File: config.mk
export PLATFORM = sky130hd
export DESIGN_NAME = half_single_float_converter
export DESIGN_NICKNAME = d
export VERILOG_FILES = /design/src/hdl/hsfc_pkg.sv /design/src/hdl/half_single_float_converter.sv
export SDC_FILE = /design/constraint.sdc
export NUM_CORES = 1
export LEC_CHECK = 0
export BUFFER_PORTS_ARGS = -buffer_cell sky130_fd_sc_hd__buf_4
export CORE_MARGIN = 10
export CORE_UTILIZATION = 27
export CTS_BUF_LIST = sky130_fd_sc_hd__clkbuf_16
export CTS_CLUSTER_SIZE = 16
export DETAILED_ROUTE_END_ITERATION = 6
export GPL_TIMING_DRIVEN = 0
export REMOVE_ABC_BUFFERS = 1
export SYNTH_ARGS = -nofsm -noshare
export SYNTH_HDL_FRONTEND = slang
export SYNTH_SLANG_ARGS = --single-unit
File: constraint.sdc
create_clock -name clk -period 4.5 [get_ports clk]
set_input_delay 0.9 -clock clk [delete_from_list [all_inputs] [get_ports clk]]
set_output_delay 0.9 -clock clk [all_outputs]
set_load 0.01 [all_outputs]
File: src/hdl/hsfc_pkg.sv
package hsfc_pkg;

  localparam logic MODE_S2H = 1'b0;
  localparam logic MODE_H2S = 1'b1;

  localparam logic [7:0] EXP8_ALL_ONES = 8'hFF;
  localparam logic [4:0] EXP5_ALL_ONES = 5'h1F;
  localparam logic [7:0] BIAS_DIFF     = 8'd112;
  localparam logic [7:0] SUB_EXP_BASE  = 8'd113;
  localparam logic [7:0] S2H_OVF_EXP   = 8'd143;
  localparam logic [9:0] HALF_QNAN_BIT = 10'h200;
  localparam int unsigned MANT10_W     = 10;

  typedef struct packed {
    logic special;
    logic zero;
    logic over;
    logic sub;
  } cls_t;

  typedef struct packed {
    logic       mode;
    logic       sign;
    logic [7:0] exp;
    logic [9:0] mant;
    logic       mant_nz;
    cls_t       cls;
  } s1_t;

  typedef struct packed {
    logic       mode;
    logic       sign;
    logic [7:0] exp;
    logic [9:0] mant;
  } s2_t;

endpackage

File: src/hdl/half_single_float_converter.sv
// half/single precision converter, one word in and one word out per item
// input channel: in_valid, in_mode, in_value_in; in_stall pushes back
//   in_mode 0: in_value_in holds single bits, result is half bits in the low 16
//   in_mode 1: low 16 bits of in_value_in hold half bits, result is single bits
// output channel: out_valid, out_value_out; the receiver drives out_stall
// single to half truncates the mantissa, flushes small values to signed zero
//   and saturates large values to signed infinity; nan keeps a quiet bit
// half to single is exact, subnormals are normalized
// throughput: one word per cycle while out_stall is low, set by the three
//   register stages (decode, exponent and normalize, assemble), each taking
//   one word a cycle
// out_stall holds the output word; earlier stages keep filling until all
//   three hold a word, only then in_stall rises
// reset clears the stage valid bits, the block is empty and ready afterward
module half_single_float_converter (
  input  logic        clk,
  input  logic        rst_n,
  input  logic        in_valid,
  output logic        in_stall,
  input  logic        in_mode,
  input  logic [31:0] in_value_in,
  output logic        out_valid,
  input  logic        out_stall,
  output logic [31:0] out_value_out
);

  logic v1_r, v1_nxt;
  logic v2_r, v2_nxt;
  logic v3_r, v3_nxt;
  logic en1, en2, en3;

  hsfc_pkg::s1_t s1_r, s1_nxt;
  hsfc_pkg::s2_t s2_r, s2_nxt;
  logic [31:0]   out_r, out_nxt;

  logic [3:0] lz;
  logic [9:0] mant_sh;

  assign en3 = !out_stall || !v3_r;
  assign en2 = en3 || !v2_r;
  assign en1 = en2 || !v1_r;

  assign in_stall      = !en1;
  assign out_valid     = v3_r;
  assign out_value_out = out_r;

  assign v1_nxt = en1 ? in_valid : v1_r;
  assign v2_nxt = en2 ? v1_r : v2_r;
  assign v3_nxt = en3 ? v2_r : v3_r;

  // decode and classify
  always_comb begin
    s1_nxt      = '0;
    s1_nxt.mode = in_mode;
    if (in_mode == hsfc_pkg::MODE_S2H) begin
      s1_nxt.sign        = in_value_in[31];
      s1_nxt.exp         = in_value_in[30:23];
      s1_nxt.mant        = in_value_in[22:13];
      s1_nxt.mant_nz     = |in_value_in[22:0];
      s1_nxt.cls.special = in_value_in[30:23] == hsfc_pkg::EXP8_ALL_ONES;
      s1_nxt.cls.zero    = in_value_in[30:23] <= hsfc_pkg::BIAS_DIFF;
      s1_nxt.cls.over    = in_value_in[30:23] >= hsfc_pkg::S2H_OVF_EXP;
      s1_nxt.cls.sub     = 1'b0;
    end else begin
      s1_nxt.sign        = in_value_in[15];
      s1_nxt.exp         = {3'b000, in_value_in[14:10]};
      s1_nxt.mant        = in_value_in[9:0];
      s1_nxt.mant_nz     = |in_value_in[9:0];
      s1_nxt.cls.special = in_value_in[14:10] == hsfc_pkg::EXP5_ALL_ONES;
      s1_nxt.cls.zero    = (in_value_in[14:10] == 5'd0) && !(|in_value_in[9:0]);
      s1_nxt.cls.over    = 1'b0;
      s1_nxt.cls.sub     = (in_value_in[14:10] == 5'd0) && (|in_value_in[9:0]);
    end
  end

  // shift for half subnormals, one more than the leading zero count, highest set bit wins
  always_comb begin
    lz = 4'd0;
    for (int i = 0; i < hsfc_pkg::MANT10_W; i++) begin
      if (s1_r.mant[i]) begin
        lz = 4'(hsfc_pkg::MANT10_W - i);
      end
    end
    mant_sh = s1_r.mant << lz;
  end

  // exponent and mantissa of the result
  always_comb begin
    s2_nxt.mode = s1_r.mode;
    s2_nxt.sign = s1_r.sign;
    s2_nxt.exp  = '0;
    s2_nxt.mant = '0;
    if (s1_r.mode == hsfc_pkg::MODE_S2H) begin
      if (s1_r.cls.special) begin
        s2_nxt.exp  = {3'b000, hsfc_pkg::EXP5_ALL_ONES};
        s2_nxt.mant = s1_r.mant_nz ? hsfc_pkg::HALF_QNAN_BIT : 10'd0;
      end else if (s1_r.cls.zero) begin
        s2_nxt.exp  = 8'd0;
        s2_nxt.mant = 10'd0;
      end else if (s1_r.cls.over) begin
        s2_nxt.exp  = {3'b000, hsfc_pkg::EXP5_ALL_ONES};
        s2_nxt.mant = 10'd0;
      end else begin
        s2_nxt.exp  = s1_r.exp - hsfc_pkg::BIAS_DIFF;
        s2_nxt.mant = s1_r.mant;
      end
    end else begin
      if (s1_r.cls.special) begin
        s2_nxt.exp  = hsfc_pkg::EXP8_ALL_ONES;
        s2_nxt.mant = s1_r.mant;
      end else if (s1_r.cls.zero) begin
        s2_nxt.exp  = 8'd0;
        s2_nxt.mant = 10'd0;
      end else if (s1_r.cls.sub) begin
        s2_nxt.exp  = hsfc_pkg::SUB_EXP_BASE - {4'd0, lz};
        s2_nxt.mant = mant_sh;
      end else begin
        s2_nxt.exp  = s1_r.exp + hsfc_pkg::BIAS_DIFF;
        s2_nxt.mant = s1_r.mant;
      end
    end
  end

  // pack the output word
  always_comb begin
    if (s2_r.mode == hsfc_pkg::MODE_S2H) begin
      out_nxt = {16'd0, s2_r.sign, s2_r.exp[4:0], s2_r.mant};
    end else begin
      out_nxt = {s2_r.sign, s2_r.exp, s2_r.mant, 13'd0};
    end
  end

  always_ff @(posedge clk) begin
    if (!rst_n) begin
      v1_r <= 1'b0;
      v2_r <= 1'b0;
      v3_r <= 1'b0;
    end else begin
      v1_r <= v1_nxt;
      v2_r <= v2_nxt;
      v3_r <= v3_nxt;
    end
  end

  always_ff @(posedge clk) begin
    if (en1 && in_valid) begin
      s1_r <= s1_nxt;
    end
    if (en2 && v1_r) begin
      s2_r <= s2_nxt;
    end
    if (en3 && v2_r) begin
      out_r <= out_nxt;
    end
  end

endmodule

# After elaboration in Yosys (flattened, before gate mapping)

Cells that the tools add are included.
Widths: inputs -> output; s select.

Bits in registers: 80
Input bits: 37
Logic and storage cells: 65

Add/sub/neg operators: 3
Reductions and logical operators: 17
Multiplexer cells: 20
Shift-type cells: 1
Magnitude comparators: 2
Equality and inequality tests: 2

Operators with widths:

| kind                | count |
|---|---|
| $mux 18             | 7 |
| $mux 4              | 10 |
| $mux 24             | 1 |
| $reduce_or 23->1    | 1 |
| $mux 16             | 1 |
| $mux 10             | 1 |
| $reduce_or 10->1    | 1 |
| $shl 10x4->10       | 1 |
| $add 8x7->8 const B | 1 |
| $eq 8x8->1 const B  | 1 |
| $ge 8x8->1 const B  | 1 |
| $le 8x7->1 const B  | 1 |
| $sub 7x4->8 const A | 1 |
| $sub 8x7->8 const B | 1 |
| $logic_not 1->1     | 6 |
| $eq 5x5->1 const B  | 1 |
| $logic_and 1x1->1   | 5 |
| $logic_not 5->1     | 1 |
| $logic_or 1x1->1    | 3 |

# Depth between registers and ports, before layout

Gate-level depths: netlist (run 1).

Depth after elaboration: 15
Gate-level depth with buffers: 8
Gate-level depth less buffers: 7

# Worst setup path before layout (run 1)

Ideal clock, no wire load.

Path type: input to register
Start point: input out_stall
End point: register out_r[0] (netlist: out_value_out[0]), enable pin
Setup time: 0.470 ns
Data required time: 4.030 ns
Arrival time: 3.277 ns
Path slack: 0.753 ns
Stages: 1
Cell sequence: a21boi_0

Longest elaborated chain between the ends: 3

Ends and longest elaborated chain:

| what                   | RTL line                           | source |
|---|---|---|
| start: declaration     | half_single_float_converter.sv:23  | `input logic out_stall,` |
| $logic_not 1->1        | half_single_float_converter.sv:39  | `assign en3 = !out_stall \|\| !v3_r;` |
| $logic_or 1x1->1       | half_single_float_converter.sv:39  |  |
| $logic_and 1x1->1      | half_single_float_converter.sv:152 | `if (en3 && v2_r) begin` |
| end signal: assignment | half_single_float_converter.sv:153 | `out_r <= out_nxt;` |
| end: declaration       | half_single_float_converter.sv:34  | `logic [31:0] out_r, out_nxt;` |

Every way passes these cells.
A chain may end at the register's enable or synchronous reset.

==> key figures, run 1 <==
Timing
  – Setup slack after layout: 1680 ps
  – Final period util: 0.626
  – Final Max Slew Viols: 0
  – Fin Clk Skew: 9.07 ps
  – Slew headroom: 0.434
  – Slew @ Worst Pin: 849 ps
  – TNS Setup: 0 ps
  – Post-layout min period: 2820 ps
  – Hold WS: 464 ps
  – Final Hold Fails: 0
  – RSZ-0062 raised after global routing: false
  – F_max: 0.355 GHz
  – # setup viols final: 0

Place
  – Pre-CTS WS: 1710 ps
  – # port buffers: 70
  – Post-DP HPWL: 6510 um
  – Placer congestion estimate: 0.795
  – Placed insts: 572
  – DP Area: 4800 sq um

Cells and area
  – Final Util: 0.346
  – Post-Layout Inst Area: 5080 sq um
  – Ant. Diodes: 0
  – Fraction of layout cells with a size suffix above 1: 0.307
  – Post-Layout Cell Count: 588
  – Nets: 439
  – Synth-to-Final Area Change: 24.2%

Drt
  – Routed wire length: 8750 um
  – WL met3: 666 um
  – DR iter-0 viols: 136
  – Metal-1 WL: 4240 um
  – Wire per inst: 14.9 um
  – Drt first pass iters: 4
  – Routed Antenna Nets: 0
  – Vias per Instance: 4.81
  – Via count: 2,828
  – Met2 wire len: 3640 um
  – DR top layer: met4
  – Residual DRC: 0

Floorplan
  – Die W: 143 um
  – Effective utilization at floorplan: 0.278
  – Die area: 20,500 sq um
  – Die Y: 143 um
  – Top Ports: 71
  – Floorplan core area: 14,700 sq um
  – Row cnt: 44

Min path
  – Hold crit path type: flip-flop to flip-flop
  – Min-delay src: s1_r[23]$_DFFE_PP_

Setup path
  – Critical Setup Path Class: flip-flop to flip-flop
  – Startpoint types: flip-flop
  – Crit path launch: s1_r[5]$_DFFE_PP_
  – Crit Path Max Fanout: 14
  – Worst R2R Start: s1_r[5]$_DFFE_PP_
  – Worst EP required: 4590 ps
  – Worst Path Arrival: 2910 ps
  – Crit. End Element: flip-flop

Yosys
  – YS warnings: 0
  – Ys async rst share: 0
  – Mapped Area: 4090 sq um
  – Synth Area per Inst: 12.2 sq um
  – Register area share after synthesis: 0.580
  – Post-synth top area share: 0.565
  – Ys flop type: edfxtp_1
  – Count leader, synth: edfxtp_1
  – Count of cell types in the netlist: 60
  – Syn Inst Count: 336
  – Synth area leaders: edfxtp_1 57%, mux2_2 5.5%, nor2b_1 3.5%, and2_1 3.2%, a21oi_1 2.0%
  – Synthesis-stage register bit count: 80
  – EDFF count, synth: 77
  – Most frequent cells after synthesis: 77 x edfxtp_1, 23 x nor2b_1, 21 x and2_1
  – Synth area leader: edfxtp_1

CTS
  – Postcts setup bufs: 0
  – Cts bufs inserted: 9
  – # clock sinks: 80
  – CTS Hold Bufs: 0
  – CTS tree: built
  – Deepest clock path buffer count: 2
  – Clk Latency, worst-skew pair: 340 ps
  – CTS H-tree lvls: 3
  – CTS root buf: clkbuf_16
  – Worst-path clk slew: 60 ps
  – CTS resizes: 0

Pwr
  – P_int: 1.37 mW
  – Total power: 1.84 mW
  – Leak: 1.82 nW
  – Flop pwr share: 0.503
  – Net Sw Frac: 0.257
  – Comb power frac: 0.127
  – Reported net switching power: 0.472 mW
  – Clk pwr share: 0.369
  – Max VDD drop: 0.163 mV
  – PD cells: 362 nW/um^2

Global routing
  – Largest net degree at the start of global routing: 33
  – Initial antenna violation count: 0
  – GR Overflow Total: 0
  – Total GRT Usage: 0.0884
  – First-pass GRT wire length: 14,400 um
  – Vias in the first global route: 2,827

Outcome
  – Status: complete, no violations

Flow run
  – Max Cap Viol: 0
## registers in the layout (all words and copies together) (netlist names)
register	count
v2_r	1
out_valid	1
out_value_out	32
s2_r	20
v1_r	1
s1_r	25
## cell type report
type | count | area, sq um
Inverter | 9 | 36.3
Fill cell | 1434 | 9620
Clock buffer | 9 | 225
Clock inverter | 7 | 53.8
Multi-Input combinational cell | 226 | 1590
Sequential cell | 80 | 2370
Timing Repair Buffer | 73 | 576
Tap cell | 184 | 230
## layer usage
layer / vias to the layer above / track usage
li1: 1390 / -
met1: 1313 / 0.119
met2: 112 / 0.123
met3: 13 / 0.0232
met4: 0 / 0.0554
met5: - / 0
## critical path, stage by stage (launching register included)
cell and delay [ps]:
edfxtp_1 570, or3b_1 430, a221oi_4 630, inv_2 140, ha_1 320, mux2i_1 130
a21oi_1 110, a21o_1 240
## cells in the final DEF (no fill, tap or decap), drive strengths merged, types with 4 or more instances in the layout
cell	count
nor3	10
clkbuf	9
mux2i	4
o211ai	6
o21ai	14
nor4	8
inv	13
nor2b	24
buf	73
nand3	5
mux2	21
edfxtp	77
and2	21
or2	4
a21oi	16
nor2	18
nand2	17
## kinds of logic (layout without fill, tap and decap cells)
family | after synthesis | count (layout) | share of synthesized area
AOI/OAI and AO/OA | 72 | 72 | 0.132
xor gates and xnor gates | 5 | 5 | 0.0107
adders and majority gates | 3 | 3 | 0.00918
buffers and inverters | 30 | 98 | 0.0361
DFF | 80 | 80 | 0.580
muxes | 25 | 25 | 0.0676
and+or+nand+nor | 121 | 121 | 0.165
## power groups by stage
stage / logic [mW] / registers, mW / clock network [mW]
after CTS: 0.235 / 0.925 / 0.702
after floorplan: 0.143 / 0.927 / 0
after global routing: 0.260 / 0.933 / 0.744
after global placement: 0.226 / 0.941 / 0
final: 0.234 / 0.925 / 0.679
after detailed placement: 0.233 / 0.941 / 0
## path summary, 6_finish.rpt
path         cells after the start  slack, ps                  to
min reg2reg                      0        460  s2_r[18]$_DFFE_PP_
max reg2reg                      7       1680  s2_r[12]$_DFFE_PP_
max                              7       1680  s2_r[12]$_DFFE_PP_
min                              0        460  s2_r[18]$_DFFE_PP_
Note: power is estimated with default switching activity, not from simulation.
==> run 2, diff against run 1 <==
- clock period: 4.5 -> 2.4 ns (I/O delays scaled with it)
==> run 2 against run 1 <==
Net effect: hold slack got worse by 100 ps; total power increased by 92%; worst setup slack got worse by 1600 ps; cell count increased by 4.4%; combinational power increased by 130%; die area unchanged.
==> key figures, run 2 (synthesis results as in run 1) <==
Outcome
  – Status: complete, no violations

Cells and area
  – Commonest non-fill, non-tap cell in the layout: buf_4
  – Nets: 465 (+5.9%)
  – Most frequent cells in the layout: 95 x buf_4, 77 x edfxtp_1, 21 x nor2b_1
  – Synth-to-Final Area Change: 30.0%
  – Ant. Diodes: 0 (unchanged)
  – Max reg flops: 32 (unchanged)
  – Post-Layout Cell Count: 614 (+4.4%)
  – Fraction of layout cells with a size suffix above 1: 0.360 (+0.0535)

Floorplan
  – Die area: 20,500 sq um (unchanged)
  – Die Y: 143 um (unchanged)
  – Effective utilization at floorplan: 0.278 (unchanged)
  – Top Ports: 71 (unchanged)
  – Row cnt: 44 (unchanged)
  – Die W: 143 um (unchanged)
  – Floorplan core area: 14,700 sq um (unchanged)

Setup path
  – Crit Path Max Fanout: 6 (-8)
  – Worst EP required: 2490 ps (-2100 ps)
  – Worst Path Arrival: 2450 ps (-460 ps)
  – Reg2reg setup slack: 40 ps (-1650 ps)
  – Startpoint types: flip-flop
  – Critical Setup Path Class: flip-flop to flip-flop
  – Crit. End Element: flip-flop

Pwr
  – Max VDD drop: 0.311 mV (+91%)
  – Leak: 1.95 nW (+7.2%)
  – Total power: 3.52 mW (+92%)
  – PD cells: 662 nW/um^2 (+83%)

Timing
  – Final Max Slew Viols: 0 (unchanged)
  – Final Hold Fails: 0 (unchanged)
  – Slew headroom: 0.434 (about the same)
  – Final period util: 0.984 (+0.358)
  – Hold WS: 363 ps (-101 ps)
  – Fin Clk Skew: 7.13 ps (-1.94 ps)
  – Post-layout min period: 2360 ps (-454 ps)
  – # setup viols final: 0 (unchanged)
  – Slew @ Worst Pin: 849 ps (+0.0820 ps)
  – F_max: 0.423 GHz (+19%)

Place
  – Placer congestion estimate: 0.795 (unchanged)
  – # port buffers: 70 (unchanged)
  – Post-DP HPWL: 6510 um (unchanged)
  – Placed insts: 572 (unchanged)

Global routing
  – Initial antenna violation count: 0 (unchanged)
  – Vias in the first global route: 2,900 (+2.6%)
  – M3 GR Usage: 0.0259 (+0.00265)
  – Total GRT Usage: 0.0901 (+0.00168)
  – Met2 Usage GRT: 0.126 (+0.00343)
  – First-pass GRT wire length: 14,600 um (+1.9%)
  – M1 GR Usage: 0.119 (unchanged)
  – Gr busiest metal: met2
  – Largest net degree at the start of global routing: 33 (unchanged)
  – GR Overflow Total: 0 (unchanged)

CTS
  – CTS tree: built
  – # clock sinks: 80 (unchanged)
  – CTS root buf: clkbuf_16
  – Worst-path clk slew: 60 ps (about the same)
  – Clk Latency, worst-skew pair: 340 ps (about the same)
  – Deepest clock path buffer count: 2 (unchanged)
  – CTS H-tree lvls: 3 (unchanged)
  – Cts bufs inserted: 9 (unchanged)

Drt
  – Wire per inst: 14.8 um (-0.33%)
  – Via count: 2,909 (+2.9%)
  – Routed Antenna Nets: 0 (unchanged)
  – Vias per Instance: 4.74 (-1.5%)
  – Drt first pass iters: 4 (unchanged)
  – DR iter-0 viols: 153 (+13%)
  – Residual DRC: 0 (unchanged)
  – Routed wire length: 9110 um (+4.1%)

Min path
  – Hold crit path type: input pin to flip-flop

Flow run
  – Max Cap Viol: 0 (unchanged)
run 2: changes by cell type in the layout (fill, tap and decap cells not counted), sizes merged:
cell,previous run,this run
buf,73,99
run 2: power by group:
group	total (mW)	internal [mW]	switching, mW
Combinational	0.544	0.273	0.271
Clock	1.27	0.712	0.560
Sequential	1.71	1.63	0.0750
Total	3.52	2.61	0.906
run 2: layer usage:
layer	up-vias	wire, um	part of all wire
met3	13	743	0.082
met1	1337	4280	0.47
met5	-	0	0
li1	1443	-	-
met2	116	3870	0.42
met4	0	218	0.024
run 2: metrics by stage:
| step | instance area [sq um] | util | setup WS (ps) | setup TNS [ps] |
|---|---|---|---|---|
| after global placement | 4730 | 0.322 | -1840 | -76450 |
| final | 5320 | 0.362 | 38.7 | 0 |
| after global routing | 5320 | 0.362 | -48.7 | -136 |
| after CTS | 5150 | 0.350 | 4.68 | 0 |
| after floorplan | 3980 | - | -927 | -30640 |
| after detailed placement | 4800 | 0.327 | -393 | -1740 |
run 2: cell type report:
type / count / area (sq um)
well taps: 184 / 230
clock inverters: 7 / 53.8
inverters: 9 / 36.3
flip-flops and latches: 80 / 2370
repair buffers: 99 / 774
fillers: 1418 / 9380
multi-input cells: 226 / 1630
clock buffers: 9 / 225
run 2: worst max-delay path, stage by stage, from the launching register on:
cell and delay (ps):
edfxtp_1 490, or3b_1 430, a221oi_4 310, inv_2 100, ha_1 290, mux2i_1 130, a21oi_1 120, a21o_1 240
run 2: worst paths after layout:
path                      start                 end  cells past startpoint
max reg2reg   s1_r[5]$_DFFE_PP_  s2_r[12]$_DFFE_PP_                      7
min reg2reg  s1_r[23]$_DFFE_PP_  s2_r[18]$_DFFE_PP_                      0
max           s1_r[5]$_DFFE_PP_  s2_r[12]$_DFFE_PP_                      7
min                    in_valid   v1_r$_SDFFE_PN0N_                      2
run 2: timing repair:
| action | CTS | global route |
|---|---|---|
| pin swaps | 1 | 2 |
| endpoints found under the hold margin | 0 | 0 |
| gates resized for setup | 1 | 8 |
| hold buffers | 0 | 0 |
| endpoints found under the setup margin | 10 | 4 |
| setup buffers | 9 | 17 |
==> run 3, diff against run 2 <==
- CORE_UTILIZATION: 27 -> 25
- PLACE_DENSITY: unset -> 0.54
- clock period: 2.4 -> 2.1 ns (I/O delays scaled with it)
==> run 3 against run 2 <==
Net effect: maximum frequency grew 6.4%; sequential cell count is the same; worst setup slack lost 160 ps; first-iteration DRC count grew 14%; clock power grew 21%; wire length grew 10%; cell count grew 9.3%; via count grew 3.1%; non-clock buffer count grew 25; critical path depth grew 1; hold slack lost 60 ps; combinational power grew 48%; highest routed layer unchanged; the run now ends with setup timing left.
==> key figures, run 3 (synthesis results as in run 1) <==
Timing
  – Final Max Slew Viols: 0 (unchanged)
  – TNS Setup: -712 ps (-712 ps)
  – Fin Clk Skew: 8.35 ps (+1.22 ps)
  – F_max: 0.451 GHz (+6.4%)
  – Post-layout min period: 2220 ps (-142 ps)
  – Setup slack after layout: -119 ps (-158 ps)
  – # setup viols final: 10 (+10)
  – RSZ-0062 raised after global routing: true
  – Slew @ Worst Pin: 843 ps (-5.85 ps)
  – Final Hold Fails: 0 (unchanged)
  – Slew headroom: 0.438 (+0.00390)
  – Final period util: 1.06 (+0.0730)
  – Hold WS: 304 ps (-59.6 ps)

Drt
  – Routed wire length: 10,000 um (+10%)
  – Residual DRC: 0 (unchanged)
  – DR iter-0 viols: 175 (+14%)
  – Routed Antenna Nets: 0 (unchanged)
  – Vias per Instance: 4.47 (-5.7%)
  – Via count: 2,998 (+3.1%)
  – Wire per inst: 15.0 um (+0.84%)
  – Drt first pass iters: 4 (unchanged)

Floorplan
  – Die area: 21,900 sq um (+6.9%)
  – Floorplan core area: 15,900 sq um (+8.5%)
  – Top Ports: 71 (unchanged)
  – Effective utilization at floorplan: 0.257 (-0.0217)
  – Die Y: 148 um (+3.4%)
  – Die W: 148 um (+3.4%)
  – Row cnt: 46 (+4.5%)

Global routing
  – Total GRT Usage: 0.0915 (+0.00142)
  – First-pass GRT wire length: 16,200 um (+10%)
  – GR Overflow Total: 0 (unchanged)
  – Largest net degree at the start of global routing: 33 (unchanged)
  – Vias in the first global route: 3,085 (+6.4%)
  – Initial antenna violation count: 0 (unchanged)

Pwr
  – Total power: 4.29 mW (+22%)
  – Leak: 2.13 nW (+8.8%)
  – PD cells: 749 nW/um^2 (+13%)
  – Max VDD drop: 0.396 mV (+27%)

CTS
  – CTS H-tree lvls: 3 (unchanged)
  – CTS root buf: clkbuf_16
  – Worst-path clk slew: 60 ps (about the same)
  – # clock sinks: 80 (unchanged)
  – Cts bufs inserted: 9 (unchanged)
  – Clk Latency, worst-skew pair: 340 ps (about the same)
  – Deepest clock path buffer count: 2 (unchanged)
  – CTS tree: built

Setup path
  – Critical Setup Path Class: flip-flop to flip-flop
  – Slowest-stage cell, CP: edfxtp_1
  – Startpoint types: flip-flop
  – Critical Path Max Stage Delay: 420 ps (-70 ps)
  – R2R Path End: s2_r[13]$_DFFE_PP_
  – Worst Path Arrival: 2310 ps (-140 ps)
  – Crit. End Element: flip-flop
  – Worst EP required: 2190 ps (-300 ps)
  – Worst R2R Start: s1_r[11]$_DFFE_PP_
  – Crit Path Max Fanout: 5 (-1)
  – R2R cell count: 8 (+1)
  – Reg2reg setup slack: -120 ps (-160 ps)
  – Critical path, cell by cell: buf_6 -> or2_4 -> a221oi_4 -> inv_2 -> ha_4 -> xor2_2 -> o211ai_1 -> a31o_2

Cells and area
  – Synth-to-Final Area Change: 40.0%
  – Ant. Diodes: 0 (unchanged)
  – Fraction of layout cells with a size suffix above 1: 0.440 (+0.0791)
  – Nets: 490 (+5.4%)
  – Most frequent cells in the layout: 109 x buf_4, 77 x edfxtp_1, 20 x and2_1, 20 x nor2b_1, 20 x mux2_2
  – Commonest non-fill, non-tap cell in the layout: buf_4
  – Max reg flops: 32 (unchanged)
  – Final Util: 0.359 (-0.00256)

Place
  – Placer congestion estimate: 0.823 (+3.5%)
  – Post-DP HPWL: 6680 um (+2.6%)
  – # port buffers: 70 (unchanged)

Outcome
  – Violated checks: setup timing
  – Status: finished, violations left

Min path
  – Hold crit path type: input pin to flip-flop
  – Hold Path Sink: v1_r$_SDFFE_PN0N_
  – Worst hold stages: 2 (unchanged)
  – Min-delay src: rst_n

Flow run
  – Max Cap Viol: 0 (unchanged)
## run 3: final cells by class
type	count	area (sq um)
tap	216	270
clock buffer	9	225
fill	1569	10200
clock inverter	7	71.3
sequential	80	2370
multi-input combinational	226	1750
inverter	9	36.3
timing repair buffer	124	1000
## run 3: how the worst max path moves through the flow
stage / end / slack (ps) / from / cells past startpoint
finish: s2_r[13]$_DFFE_PP_ / -120 / s1_r[11]$_DFFE_PP_ / 8
global route: s2_r[13]$_DFFE_PP_ / -220 / s1_r[11]$_DFFE_PP_ / 8
CTS: s2_r[13]$_DFFE_PP_ / -90 / s1_r[6]$_DFFE_PP_ / 7
detailed placement: s2_r[12]$_DFFE_PP_ / -720 / s1_r[7]$_DFFE_PP_ / 7
global placement: out_value_out[21]$_SDFFCE_PN0P_ / -2150 / out_stall / 2
floorplan: out_value_out[0]$_SDFFCE_PP0P_ / -1170 / out_stall / 1
## run 3: power by group
group	total, mW	switching [mW]	internal [mW]
logic	0.803	0.379	0.423
registers	1.95	0.0823	1.86
clock network	1.54	0.625	0.919
total	4.29	1.09	3.21
## run 3: per-stage QoR
| step | setup WS [ps] | cells | cell area (sq um) |
|---|---|---|---|
| 6_report | -119 | 671 | 5730 |
| 2_1_floorplan | -1170 | 315 | 3980 |
| 3_5_place_dp | -721 | 604 | 4840 |
| 3_3_place_gp | -2150 | 601 | 4770 |
| 5_1_grt | -225 | 671 | 5730 |
| 4_1_cts | -93.8 | 663 | 5590 |
## run 3: per-layer routing
layer	vias up	global-route usage	wire length, um
li1	1491	-	-
met1	1390	0.121	4770
met2	101	0.130	4400
met3	16	0.0296	674
met4	0	0.0461	199
met5	-	0	0
## run 3: critical path, delay by kind of cell (launching register included)
kind                     cells  cell delay [ps]
flip-flops                   1              420
AO/OA/AOI/OAI                3              690
XOR/XNOR                     1              140
AND/OR/NAND/NOR              1              250
buffers and inverters        2              280
adder cells (fa/ha/maj)      1              180
## run 3: what timing repair did
action,CTS,global route
setup endpoints to repair,13,13
hold buffers,0,0
setup buffers,43,8
gates cloned,0,0
gates resized for setup,29,18
pin swaps,14,21
